File: config.mk
export PLATFORM = sky130hd
export DESIGN_NAME = websocket_frame_deframer_unit
export DESIGN_NICKNAME = d
export VERILOG_FILES = /design/src/rtl/core/wsfd_pkg.sv /design/src/rtl/core/wsfd_parser.sv /design/src/rtl/core/wsfd_out_stage.sv /design/src/rtl/core/websocket_frame_deframer_unit.sv
export SDC_FILE = /design/constraint.sdc
export NUM_CORES = 1
export LEC_CHECK = 0
export BUFFER_PORTS_ARGS = -buffer_cell sky130_fd_sc_hd__buf_2
export CORE_UTILIZATION = 55
export DETAILED_ROUTE_END_ITERATION = 7
export HOLD_SLACK_MARGIN = 0.05
export PLACE_DENSITY = 0.79
export SETUP_SLACK_MARGIN = 0.3
export SYNTH_ARGS = -nofsm -noshare
export SYNTH_HDL_FRONTEND = slang
export SYNTH_HIERARCHICAL = 1
export SYNTH_SLANG_ARGS = --single-unit
export TNS_END_PERCENT = 5
File: constraint.sdc
create_clock -name i_clk -period 4 [get_ports i_clk]
set_input_delay 0.6 -clock i_clk [delete_from_list [all_inputs] [get_ports i_clk]]
set_output_delay 0.6 -clock i_clk [all_outputs]
set_load 0.02 [all_outputs]
File: src/rtl/core/wsfd_pkg.sv
package wsfd_pkg;

    typedef enum logic [2:0] {
        PH_OPCODE,
        PH_LEN,
        PH_EXTLEN,
        PH_KEY,
        PH_DATA,
        PH_DISCARD
    } t_phase;

    localparam logic [7:0] OP_TEXT   = 8'h81;
    localparam logic [7:0] OP_BINARY = 8'h82;
    localparam logic [6:0] LEN_EXT16 = 7'd126;
    localparam logic [6:0] LEN_EXT64 = 7'd127;

    localparam logic [1:0] ERR_NONE   = 2'd0;
    localparam logic [1:0] ERR_OPCODE = 2'd1;
    localparam logic [1:0] ERR_LENGTH = 2'd2;

    typedef struct packed {
        logic [7:0] payload_byte;
        logic       payload_valid;
        logic       is_binary;
        logic       last_in_frame;
        logic [1:0] frame_error;
    } t_result;

endpackage

File: src/rtl/core/wsfd_parser.sv
module wsfd_parser #(
    parameter int MAX_FRAME_BYTES = 2097152
) (
    input  logic               i_clk,
    input  logic               i_rst_n,
    input  logic               i_accept,
    input  logic [7:0]         i_data_byte,
    input  logic               i_chunk_start,
    output logic               o_res_valid,
    output wsfd_pkg::t_result  o_res
);

    localparam int LEN_W = $clog2(MAX_FRAME_BYTES + 1);
    localparam logic [LEN_W+7:0] MAX_V = (LEN_W + 8)'(MAX_FRAME_BYTES);

    wsfd_pkg::t_phase r_phase, n_phase;
    logic [2:0]       r_hc, n_hc;
    logic [LEN_W-1:0] r_len, n_len;
    logic             r_masked, n_masked;
    logic [31:0]      r_key, n_key;
    logic [1:0]       r_ki, n_ki;
    logic             r_bin, n_bin;

    logic             op_ok;
    logic             new_frame;
    logic [6:0]       l7;
    logic [LEN_W+7:0] ext_v;
    logic             too_big;
    logic             ext_start;
    logic             len_done;
    logic             hdr_done;
    logic             len_zero;
    logic             data_last;
    logic [7:0]       key_byte;

    assign op_ok     = (i_data_byte == wsfd_pkg::OP_TEXT) || (i_data_byte == wsfd_pkg::OP_BINARY);
    assign new_frame = op_ok && (i_chunk_start || (r_phase == wsfd_pkg::PH_OPCODE));
    assign l7        = i_data_byte[6:0];
    assign ext_v     = {r_len, i_data_byte};
    assign too_big   = ext_v > MAX_V;

    always_comb begin
        case (r_ki)
            2'd0:    key_byte = r_key[31:24];
            2'd1:    key_byte = r_key[23:16];
            2'd2:    key_byte = r_key[15:8];
            default: key_byte = r_key[7:0];
        endcase
    end

    // datapath and result
    always_comb begin
        n_hc        = r_hc;
        n_len       = r_len;
        n_masked    = r_masked;
        n_key       = r_key;
        n_ki        = r_ki;
        n_bin       = r_bin;
        ext_start   = 1'b0;
        len_done    = 1'b0;
        hdr_done    = 1'b0;
        data_last   = 1'b0;
        o_res_valid = 1'b0;
        o_res       = '0;
        if (new_frame) begin
            n_bin    = (i_data_byte == wsfd_pkg::OP_BINARY);
            n_hc     = '0;
            n_len    = '0;
            n_masked = 1'b0;
            n_key    = '0;
            n_ki     = '0;
        end else begin
            case (r_phase)
                wsfd_pkg::PH_OPCODE: begin
                    o_res_valid       = 1'b1;
                    o_res.frame_error = wsfd_pkg::ERR_OPCODE;
                end
                wsfd_pkg::PH_LEN: begin
                    n_masked = i_data_byte[7];
                    n_len    = '0;
                    if (l7 == wsfd_pkg::LEN_EXT16) begin
                        n_hc      = 3'd1;
                        ext_start = 1'b1;
                    end else if (l7 == wsfd_pkg::LEN_EXT64) begin
                        n_hc      = 3'd7;
                        ext_start = 1'b1;
                    end else begin
                        n_len    = LEN_W'(l7);
                        len_done = 1'b1;
                    end
                end
                wsfd_pkg::PH_EXTLEN: begin
                    if (too_big) begin
                        n_len             = '0;
                        o_res_valid       = 1'b1;
                        o_res.is_binary   = r_bin;
                        o_res.frame_error = wsfd_pkg::ERR_LENGTH;
                    end else begin
                        n_len = ext_v[LEN_W-1:0];
                        if (r_hc == 3'd0) begin
                            len_done = 1'b1;
                        end else begin
                            n_hc = r_hc - 3'd1;
                        end
                    end
                end
                wsfd_pkg::PH_KEY: begin
                    n_key = {r_key[23:0], i_data_byte};
                    if (r_hc == 3'd0) begin
                        hdr_done = 1'b1;
                    end else begin
                        n_hc = r_hc - 3'd1;
                    end
                end
                wsfd_pkg::PH_DATA: begin
                    n_ki                = r_ki + 2'd1;
                    n_len               = r_len - LEN_W'(1);
                    data_last           = (r_len == LEN_W'(1));
                    o_res_valid         = 1'b1;
                    o_res.payload_byte  = i_data_byte ^ (r_masked ? key_byte : 8'h00);
                    o_res.payload_valid = 1'b1;
                    o_res.is_binary     = r_bin;
                    o_res.last_in_frame = data_last;
                end
                default: begin
                end
            endcase
            if (len_done) begin
                if (n_masked) begin
                    n_hc  = 3'd3;
                    n_key = '0;
                end else begin
                    hdr_done = 1'b1;
                end
            end
            if (hdr_done) begin
                n_ki = '0;
                if (n_len == '0) begin
                    o_res_valid         = 1'b1;
                    o_res.is_binary     = r_bin;
                    o_res.last_in_frame = 1'b1;
                end
            end
        end
    end

    assign len_zero = (n_len == '0);

    // next phase
    always_comb begin
        n_phase = r_phase;
        if (new_frame) begin
            n_phase = wsfd_pkg::PH_LEN;
        end else begin
            unique case (r_phase) inside
                wsfd_pkg::PH_OPCODE: n_phase = wsfd_pkg::PH_DISCARD;
                wsfd_pkg::PH_LEN, wsfd_pkg::PH_EXTLEN, wsfd_pkg::PH_KEY: begin
                    if ((r_phase == wsfd_pkg::PH_EXTLEN) && too_big) begin
                        n_phase = wsfd_pkg::PH_DISCARD;
                    end else if (ext_start) begin
                        n_phase = wsfd_pkg::PH_EXTLEN;
                    end else if (len_done && n_masked) begin
                        n_phase = wsfd_pkg::PH_KEY;
                    end else if (hdr_done) begin
                        n_phase = len_zero ? wsfd_pkg::PH_OPCODE : wsfd_pkg::PH_DATA;
                    end
                end
                wsfd_pkg::PH_DATA: begin
                    if (data_last) begin
                        n_phase = wsfd_pkg::PH_OPCODE;
                    end
                end
                default: n_phase = wsfd_pkg::PH_DISCARD;
            endcase
        end
    end

    always_ff @(posedge i_clk) begin
        if (!i_rst_n) begin
            r_phase  <= wsfd_pkg::PH_OPCODE;
            r_hc     <= '0;
            r_len    <= '0;
            r_masked <= 1'b0;
            r_key    <= '0;
            r_ki     <= '0;
            r_bin    <= 1'b0;
        end else if (i_accept) begin
            r_phase  <= n_phase;
            r_hc     <= n_hc;
            r_len    <= n_len;
            r_masked <= n_masked;
            r_key    <= n_key;
            r_ki     <= n_ki;
            r_bin    <= n_bin;
        end
    end

endmodule

File: src/rtl/core/wsfd_out_stage.sv
module wsfd_out_stage (
    input  logic               i_clk,
    input  logic               i_rst_n,
    input  logic               i_push,
    input  wsfd_pkg::t_result  i_res,
    output logic               o_space,
    output logic               o_valid,
    input  logic               i_ready,
    output wsfd_pkg::t_result  o_res
);

    logic              r_out_valid;
    logic              r_skid_valid;
    wsfd_pkg::t_result r_out;
    wsfd_pkg::t_result r_skid;
    logic              pop;

    assign pop     = r_out_valid && i_ready;
    assign o_space = !r_skid_valid;
    assign o_valid = r_out_valid;
    assign o_res   = r_out;

    always_ff @(posedge i_clk) begin
        if (!i_rst_n) begin
            r_out_valid  <= 1'b0;
            r_skid_valid <= 1'b0;
        end else if (r_skid_valid) begin
            if (pop) begin
                r_skid_valid <= 1'b0;
            end
        end else if (i_push) begin
            if (!r_out_valid || pop) begin
                r_out_valid <= 1'b1;
            end else begin
                r_skid_valid <= 1'b1;
            end
        end else if (pop) begin
            r_out_valid <= 1'b0;
        end
    end

    // advance the skid beat, or land the new beat
    always_ff @(posedge i_clk) begin
        if (r_skid_valid) begin
            if (pop) begin
                r_out <= r_skid;
            end
        end else if (i_push) begin
            if (!r_out_valid || pop) begin
                r_out <= i_res;
            end else begin
                r_skid <= i_res;
            end
        end
    end

endmodule

File: src/rtl/core/websocket_frame_deframer_unit.sv
// Result beats are registered in the output stage; header walk and unmasking are single pass.
// Throughput: one input beat per cycle while the skid register is empty.
// A two-beat output stage (register plus skid) keeps the input open while a result waits.
// Reset (synchronous, active low) returns the parser to waiting for an opcode
// and empties the output stage.
module websocket_frame_deframer_unit #(
    parameter int MAX_FRAME_BYTES = 2097152
) (
    input  logic       i_clk,
    input  logic       i_rst_n,
    input  logic       i_s_axis_tvalid,
    output logic       o_s_axis_tready,
    input  logic [7:0] i_s_axis_tdata,  // [7:0] data_byte
    input  logic       i_s_axis_tuser,  // [0] chunk_start
    output logic       o_m_axis_tvalid,
    input  logic       i_m_axis_tready,
    output logic [7:0] o_m_axis_tdata,  // [7:0] payload_byte
    output logic [3:0] o_m_axis_tuser,  // [0] payload_valid, [1] is_binary, [3:2] frame_error
    output logic       o_m_axis_tlast   // last_in_frame
);

    logic              accept;
    logic              res_valid;
    wsfd_pkg::t_result res;
    wsfd_pkg::t_result out_res;
    logic              space;

    assign accept          = i_s_axis_tvalid && space;
    assign o_s_axis_tready = space;

    wsfd_parser #(
        .MAX_FRAME_BYTES(MAX_FRAME_BYTES)
    ) u_parser (
        .i_clk        (i_clk),
        .i_rst_n      (i_rst_n),
        .i_accept     (accept),
        .i_data_byte  (i_s_axis_tdata),
        .i_chunk_start(i_s_axis_tuser),
        .o_res_valid  (res_valid),
        .o_res        (res)
    );

    wsfd_out_stage u_out (
        .i_clk  (i_clk),
        .i_rst_n(i_rst_n),
        .i_push (accept && res_valid),
        .i_res  (res),
        .o_space(space),
        .o_valid(o_m_axis_tvalid),
        .i_ready(i_m_axis_tready),
        .o_res  (out_res)
    );

    assign o_m_axis_tdata = out_res.payload_byte;
    assign o_m_axis_tuser = {out_res.frame_error, out_res.is_binary, out_res.payload_valid};
    assign o_m_axis_tlast = out_res.last_in_frame;

endmodule

==> results.md <==
Setup path:
- The critical path contains buffers and inverters numbering 3 combined.
- The number of cells on the worst reg-to-reg path is 13.
- The gate family responsible for the most delay along the worst path is simple AND/OR/NAND/NOR gates.
- The startpoint kind of the worst setup timing path is a flip-flop.
- The critical path is of the flip-flop to flip-flop type.
- The required time at the worst-slack endpoint is 4.14 ns.
- The capture point of the worst reg-to-reg path is u_out/o_res[6]$_DFFE_PP_.
- The critical path capture point type is a flip-flop.
- In this run the critical register-to-register path is launched from u_parser/r_phase[1]$_SDFFE_PN0P_.
- The arrival time reported for the critical path endpoint is 4.00 ns.
- In this design, the critical path's most frequently occurring cell is sky130_fd_sc_hd__buf_4.
- The setup check on the worst reg-to-reg path leaves a slack of around 0.13 ns.
- Along the worst path, the maximum fanout reaches 13.
- The master of the slowest instance on the critical path is sky130_fd_sc_hd__nor3_1.
- The signal on the critical path passes through buf_4 > or3b_2 > nor3_1 > buf_4 > a32oi_1 > o211ai_1 > nor4_4 > nand4_1 > a21oi_1 > and3_4 > mux2i_1 > a21oi_4 > buf_12.
- In this design, the stage delay of the slowest critical-path cell is 0.80 ns.

Power and ir drop:
- In this run the power spent charging and discharging nets is 1.63 mW.
- The static power due to leakage is roughly 2.2 nW.
- The clock power share is around 18%.
- In this run, flip-flops and latches consume 32.1% of the power.
- The internal cell power is 2.15 mW.
- The cell area power density is around 630 nW/um^2.
- The worst-case IR drop observed on VDD is 0.363 mV.
- The share of total power consumed by net switching is 43.1%.
- Combinational cells account for 50.2% of the total power.

Clock tree:
- The longest clock path from root to sink contains 2 buffers.
- CTS placed an instance of sky130_fd_sc_hd__clkbuf_8 at the clock tree root.
- The TritonCTS clock tree is yes.
- The number of clock buffers inserted by TritonCTS is 9.
- The H-tree depth is 3.
- After clock tree synthesis, the clock-pin slew on the worst setup and hold paths is 0.09 ns.
- The number of sinks on the clock net is 92.
- The clock latency reported for the late side of the worst-skew pair is 0.37 ns.

Synth:
- The mean post-synth cell area is 8.74 sq um.
- The register area share after synthesis is 39.6%.
- The number of enable-type register cells in the synthesized netlist is 26.
- Synthesis produced a netlist whose cell count is 607.
- Synthesis instantiated 68 different standard cells from the library.
- The warning count from the yosys run is 6.
- The synthesized netlist occupies a cell area of 5300 sq um.
- Counting every net in the synthesized netlist gives 628.
- Among all flip-flop cells after synthesis, the most frequent one is sky130_fd_sc_hd__dfxtp_1.
- After synthesis the netlist holds a flip-flop and latch count of 92.
- The fraction of registers with async set or reset after synthesis is 0%.

Global routing:
- The all-layer global routing usage is 33.5%.
- The initial antenna violation count is 0.
- The global routing met1 resource utilization is a little under half.
- For this run, global-route usage on met3 was measured as 4.32%.
- For this run, global-route usage on met2 was measured as a little over half.
- Entering global routing, the biggest net connects 34 pins.
- The sum of overflow across all layers after global routing is 0.
- The via count of the first global-routing pass is about 5,000.
- The peak-usage layer in the global routing report is met2.
- The wire length of the first global-routing pass is approximately 26 mm.

Run:
- The number of max-cap violations is 0.

Timing:
- Based on the critical path, the design can be clocked at up to 259 MHz.
- For the pin with the worst max-slew slack, the measured transition is 0.955 ns.
- The time the worst path needs with I/O delays and setup is 3.87 ns.
- Setup repair after global routing could not meet its margin everywhere.
- The final number of max-transition violations is 0.
- On the final layout, the worst clock skew is 0.0110 ns.
- The fraction of the cycle the final worst path needs is 96.7%.
- The relative slew slack is 35.9%.
- The hold violation count in the final report was 0.
- Setup violations remaining at the end of the flow were counted as 0.
- The setup TNS is 0 ns.

Final layout:
- The antenna diode count is 0.
- At the end of the flow, the number of nets in the layout was between 600 and 700.
- Of the cells placed in the final design, the portion with a size suffix greater than 1 is 20.1%.
- The layout overhead on the synthesized area is 13.8%.
- The final standard cell count with taps included and fillers excluded is 776.
- The number of filler cells placed in the layout is ~810.

Die:
- The core region area is around 9300 sq um.
- The initial standard-cell utilization of the core is 57.1%.
- The die span in x is about 100 um.
- The area of the die is 10,000 sq um.
- The vertical die dimension is 100 um.
- The floorplan row count is 35.
- The number of top-level pins is 28.

Detailed routing:
- The first TritonRoute pass finished after 6 iterations.
- Using the TritonRoute via totals, the vias-per-cell ratio works out to between 6 and 7.
- The number of design-rule violations left by the first detailed-router iteration is 630.
- The routed wire length is approximately 16 mm.
- The detail route stage leaves a number of antenna-violating nets equal to 0.
- The final routed wire length divided by cell count is 20.9 um.
- The via count is 5,205.
- In the routed design, unresolved DRC markers number 0.

Min path:
- In this run the most critical hold path is launched from i_m_axis_tready.
- For hold timing, the worst endpoint is u_out/r_skid_valid$_SDFF_PN0_.
- The tightest min-delay check is of the primary input to flip-flop type.
- Counting instances, the worst hold path has a depth of 2.

Run status:
- The flow ran to the end, and the final reports show no timing, DRC or antenna violations.

Place:
- Summed over all nets, the half-perimeter wirelength after detailed placement is 11.4 mm.
- The placer's final routability congestion estimate is 0.958.
- The cell count after placement is between 700 and 800.
- Buffers placed on the I/O ports in this run total 27.
-- area by class of cell --
cell class / count / area, sq um / area share (%)
multi-input cells: 452 / 3010 / 49.9
flip-flops and latches: 92 / 2100 / 34.9
repair buffers: 72 / 485 / 8.04
clock buffers: 12 / 178 / 2.94
well taps: 129 / 161 / 2.67
inverters: 15 / 56.3 / 0.933
clock inverters: 4 / 36.3 / 0.601
-- per-layer routing --
| layer | routed length [um] | share of wire (%) | up-vias |
|---|---|---|---|
| li1 | - | - | 2359 |
| met2 | 7280 | 45 | 367 |
| met5 | 0 | 0 | - |
| met1 | 6890 | 43 | 2422 |
| met3 | 1520 | 9.4 | 57 |
| met4 | 497 | 3.1 | 0 |
-- placed cells by master, fill, tap and decap left out, types with 5 or more instances in the layout --
cell type and count:
sky130_fd_sc_hd__and2_1 14, sky130_fd_sc_hd__dfxtp_1 64, sky130_fd_sc_hd__a32oi_1 6, sky130_fd_sc_hd__inv_1 15, sky130_fd_sc_hd__nand2_1 45, sky130_fd_sc_hd__or3_1 9
sky130_fd_sc_hd__nand2b_1 5, sky130_fd_sc_hd__mux2_2 6, sky130_fd_sc_hd__nor2b_1 14, sky130_fd_sc_hd__o21a_1 5, sky130_fd_sc_hd__buf_4 44, sky130_fd_sc_hd__a222oi_1 8
sky130_fd_sc_hd__clkbuf_8 9, sky130_fd_sc_hd__a22o_1 35, sky130_fd_sc_hd__a21oi_1 38, sky130_fd_sc_hd__o21ai_0 37, sky130_fd_sc_hd__o31ai_1 6, sky130_fd_sc_hd__mux2_4 7
sky130_fd_sc_hd__nor2_1 47, sky130_fd_sc_hd__ha_1 7, sky130_fd_sc_hd__nand3_1 21, sky130_fd_sc_hd__a31oi_1 7, sky130_fd_sc_hd__xor2_1 9, sky130_fd_sc_hd__buf_2 27
sky130_fd_sc_hd__o2bb2ai_1 5, sky130_fd_sc_hd__a211oi_1 8, sky130_fd_sc_hd__nor3_1 21, sky130_fd_sc_hd__nor4_1 10, sky130_fd_sc_hd__edfxtp_1 26
-- flip-flops by register name (all words and copies together) (netlist names) --
name / count
u_out/o_res: 13
u_out/o_valid: 1
u_out/r_skid: 13
u_out/r_skid_valid: 1
u_parser/r_bin: 1
u_parser/r_hc: 3
u_parser/r_key: 32
u_parser/r_ki: 2
u_parser/r_len: 22
u_parser/r_masked: 1
u_parser/r_phase: 3
-- Yosys cell counts (all sizes together) (3+ instances only) --
library cell / count / area share (%)
a211oi: 9 / 1.3
a21boi: 4 / 0.57
a21oi: 39 / 3.7
a222oi: 8 / 1.5
a22o: 35 / 5.8
a22oi: 4 / 0.57
a31o: 4 / 0.66
a31oi: 7 / 0.83
a32oi: 6 / 0.99
a41oi: 4 / 0.66
and2: 14 / 1.7
buf: 7 / 1.1
clkbuf: 41 / 2.9
dfxtp: 66 / 25
edfxtp: 26 / 15
ha: 8 / 1.9
inv: 15 / 1.1
mux2: 13 / 3.3
nand2: 45 / 3.2
nand2b: 5 / 0.59
nand3: 21 / 2.0
nand4: 4 / 0.47
nor2: 48 / 3.4
nor2b: 14 / 1.7
nor3: 21 / 2.0
nor4: 12 / 1.5
o211ai: 4 / 0.57
o21a: 5 / 0.71
o21ai: 38 / 3.6
o22ai: 4 / 0.47
o2bb2ai: 5 / 0.83
o311ai: 3 / 0.64
o31ai: 6 / 0.85
or2: 4 / 0.47
or3: 9 / 1.1
or3b: 4 / 0.66
or4: 6 / 0.92
xnor2: 3 / 0.50
xor2: 9 / 1.5
-- kinds of logic (layout without fill, tap and decap cells) --
family	count (synthesis)	in the layout	share of synthesized area [%]
simple gates	219	219	21.4
compound gates	197	197	26.2
flops	92	92	39.6
buf+inv	63	103	5.10
mux	15	15	3.63
xor+xnor	12	12	1.98
fa+ha+maj	9	9	2.08
-- worst max-delay path by stage --
stage                                           startpoint                   endpoint  slack (ns)  cells after the start
final                     u_parser/r_phase[1]$_SDFFE_PN0P_   u_out/o_res[6]$_DFFE_PP_        0.13                     13
after global routing      u_parser/r_phase[1]$_SDFFE_PN0P_   u_out/o_res[7]$_DFFE_PP_        0.03                     13
after CTS                   u_parser/r_len[1]$_SDFFE_PN0P_   u_out/o_res[7]$_DFFE_PP_        0.14                     12
after detailed placement    u_parser/r_len[1]$_SDFFE_PN0P_  u_out/r_skid[6]$_DFFE_PP_       0.005                     14
after global placement      u_parser/r_len[4]$_SDFFE_PN0P_  u_out/r_skid[8]$_DFFE_PP_        0.09                     10
after floorplan             u_parser/r_len[0]$_SDFFE_PN0P_   u_out/o_res[0]$_DFFE_PP_        0.18                     13
-- power by group through the flow --
stage | logic (mW) | registers [mW] | clock network [mW]
floorplan | 1.17 | 1.22 | 0
global placement | 1.76 | 1.22 | 0
detailed placement | 1.76 | 1.22 | 0
CTS | 1.81 | 1.20 | 0.679
global route | 2.03 | 1.23 | 0.710
finish | 1.90 | 1.21 | 0.668
-- worst reg2reg max path: cells and delay by family, from the launching register on --
family	cells	cell delay (ns)
AOI/OAI and AO/OA	4	0.54
DFF	1	0.53
and+or+nand+nor	5	1.67
muxes	1	0.23
buffers and inverters	3	0.67
-- timing repair --
item                                    4_1_cts  5_1_grt
hold buffers                                  0        0
buffers inserted                              2        0
endpoints found under the setup margin       26       59
pin swaps                                     4        2
hold endpoints to repair                      0        0
gates resized for setup                       5        4
-- through the flow --
stage	hold WS (ns)	area, sq um	worst slack [ns]	power (mW)	util [%]
finish	0.438	6030	0.132	3.77	65.0
global route	0.427	6030	0.0320	3.97	65.0
CTS	0.428	6020	0.136	3.69	64.8
detailed placement	0.469	5770	0.00492	2.98	62.1
global placement	0.463	5770	0.0934	2.98	62.1
floorplan	0.450	5340	0.182	2.39	-
Note: power is estimated with default switching activity, not from simulation.
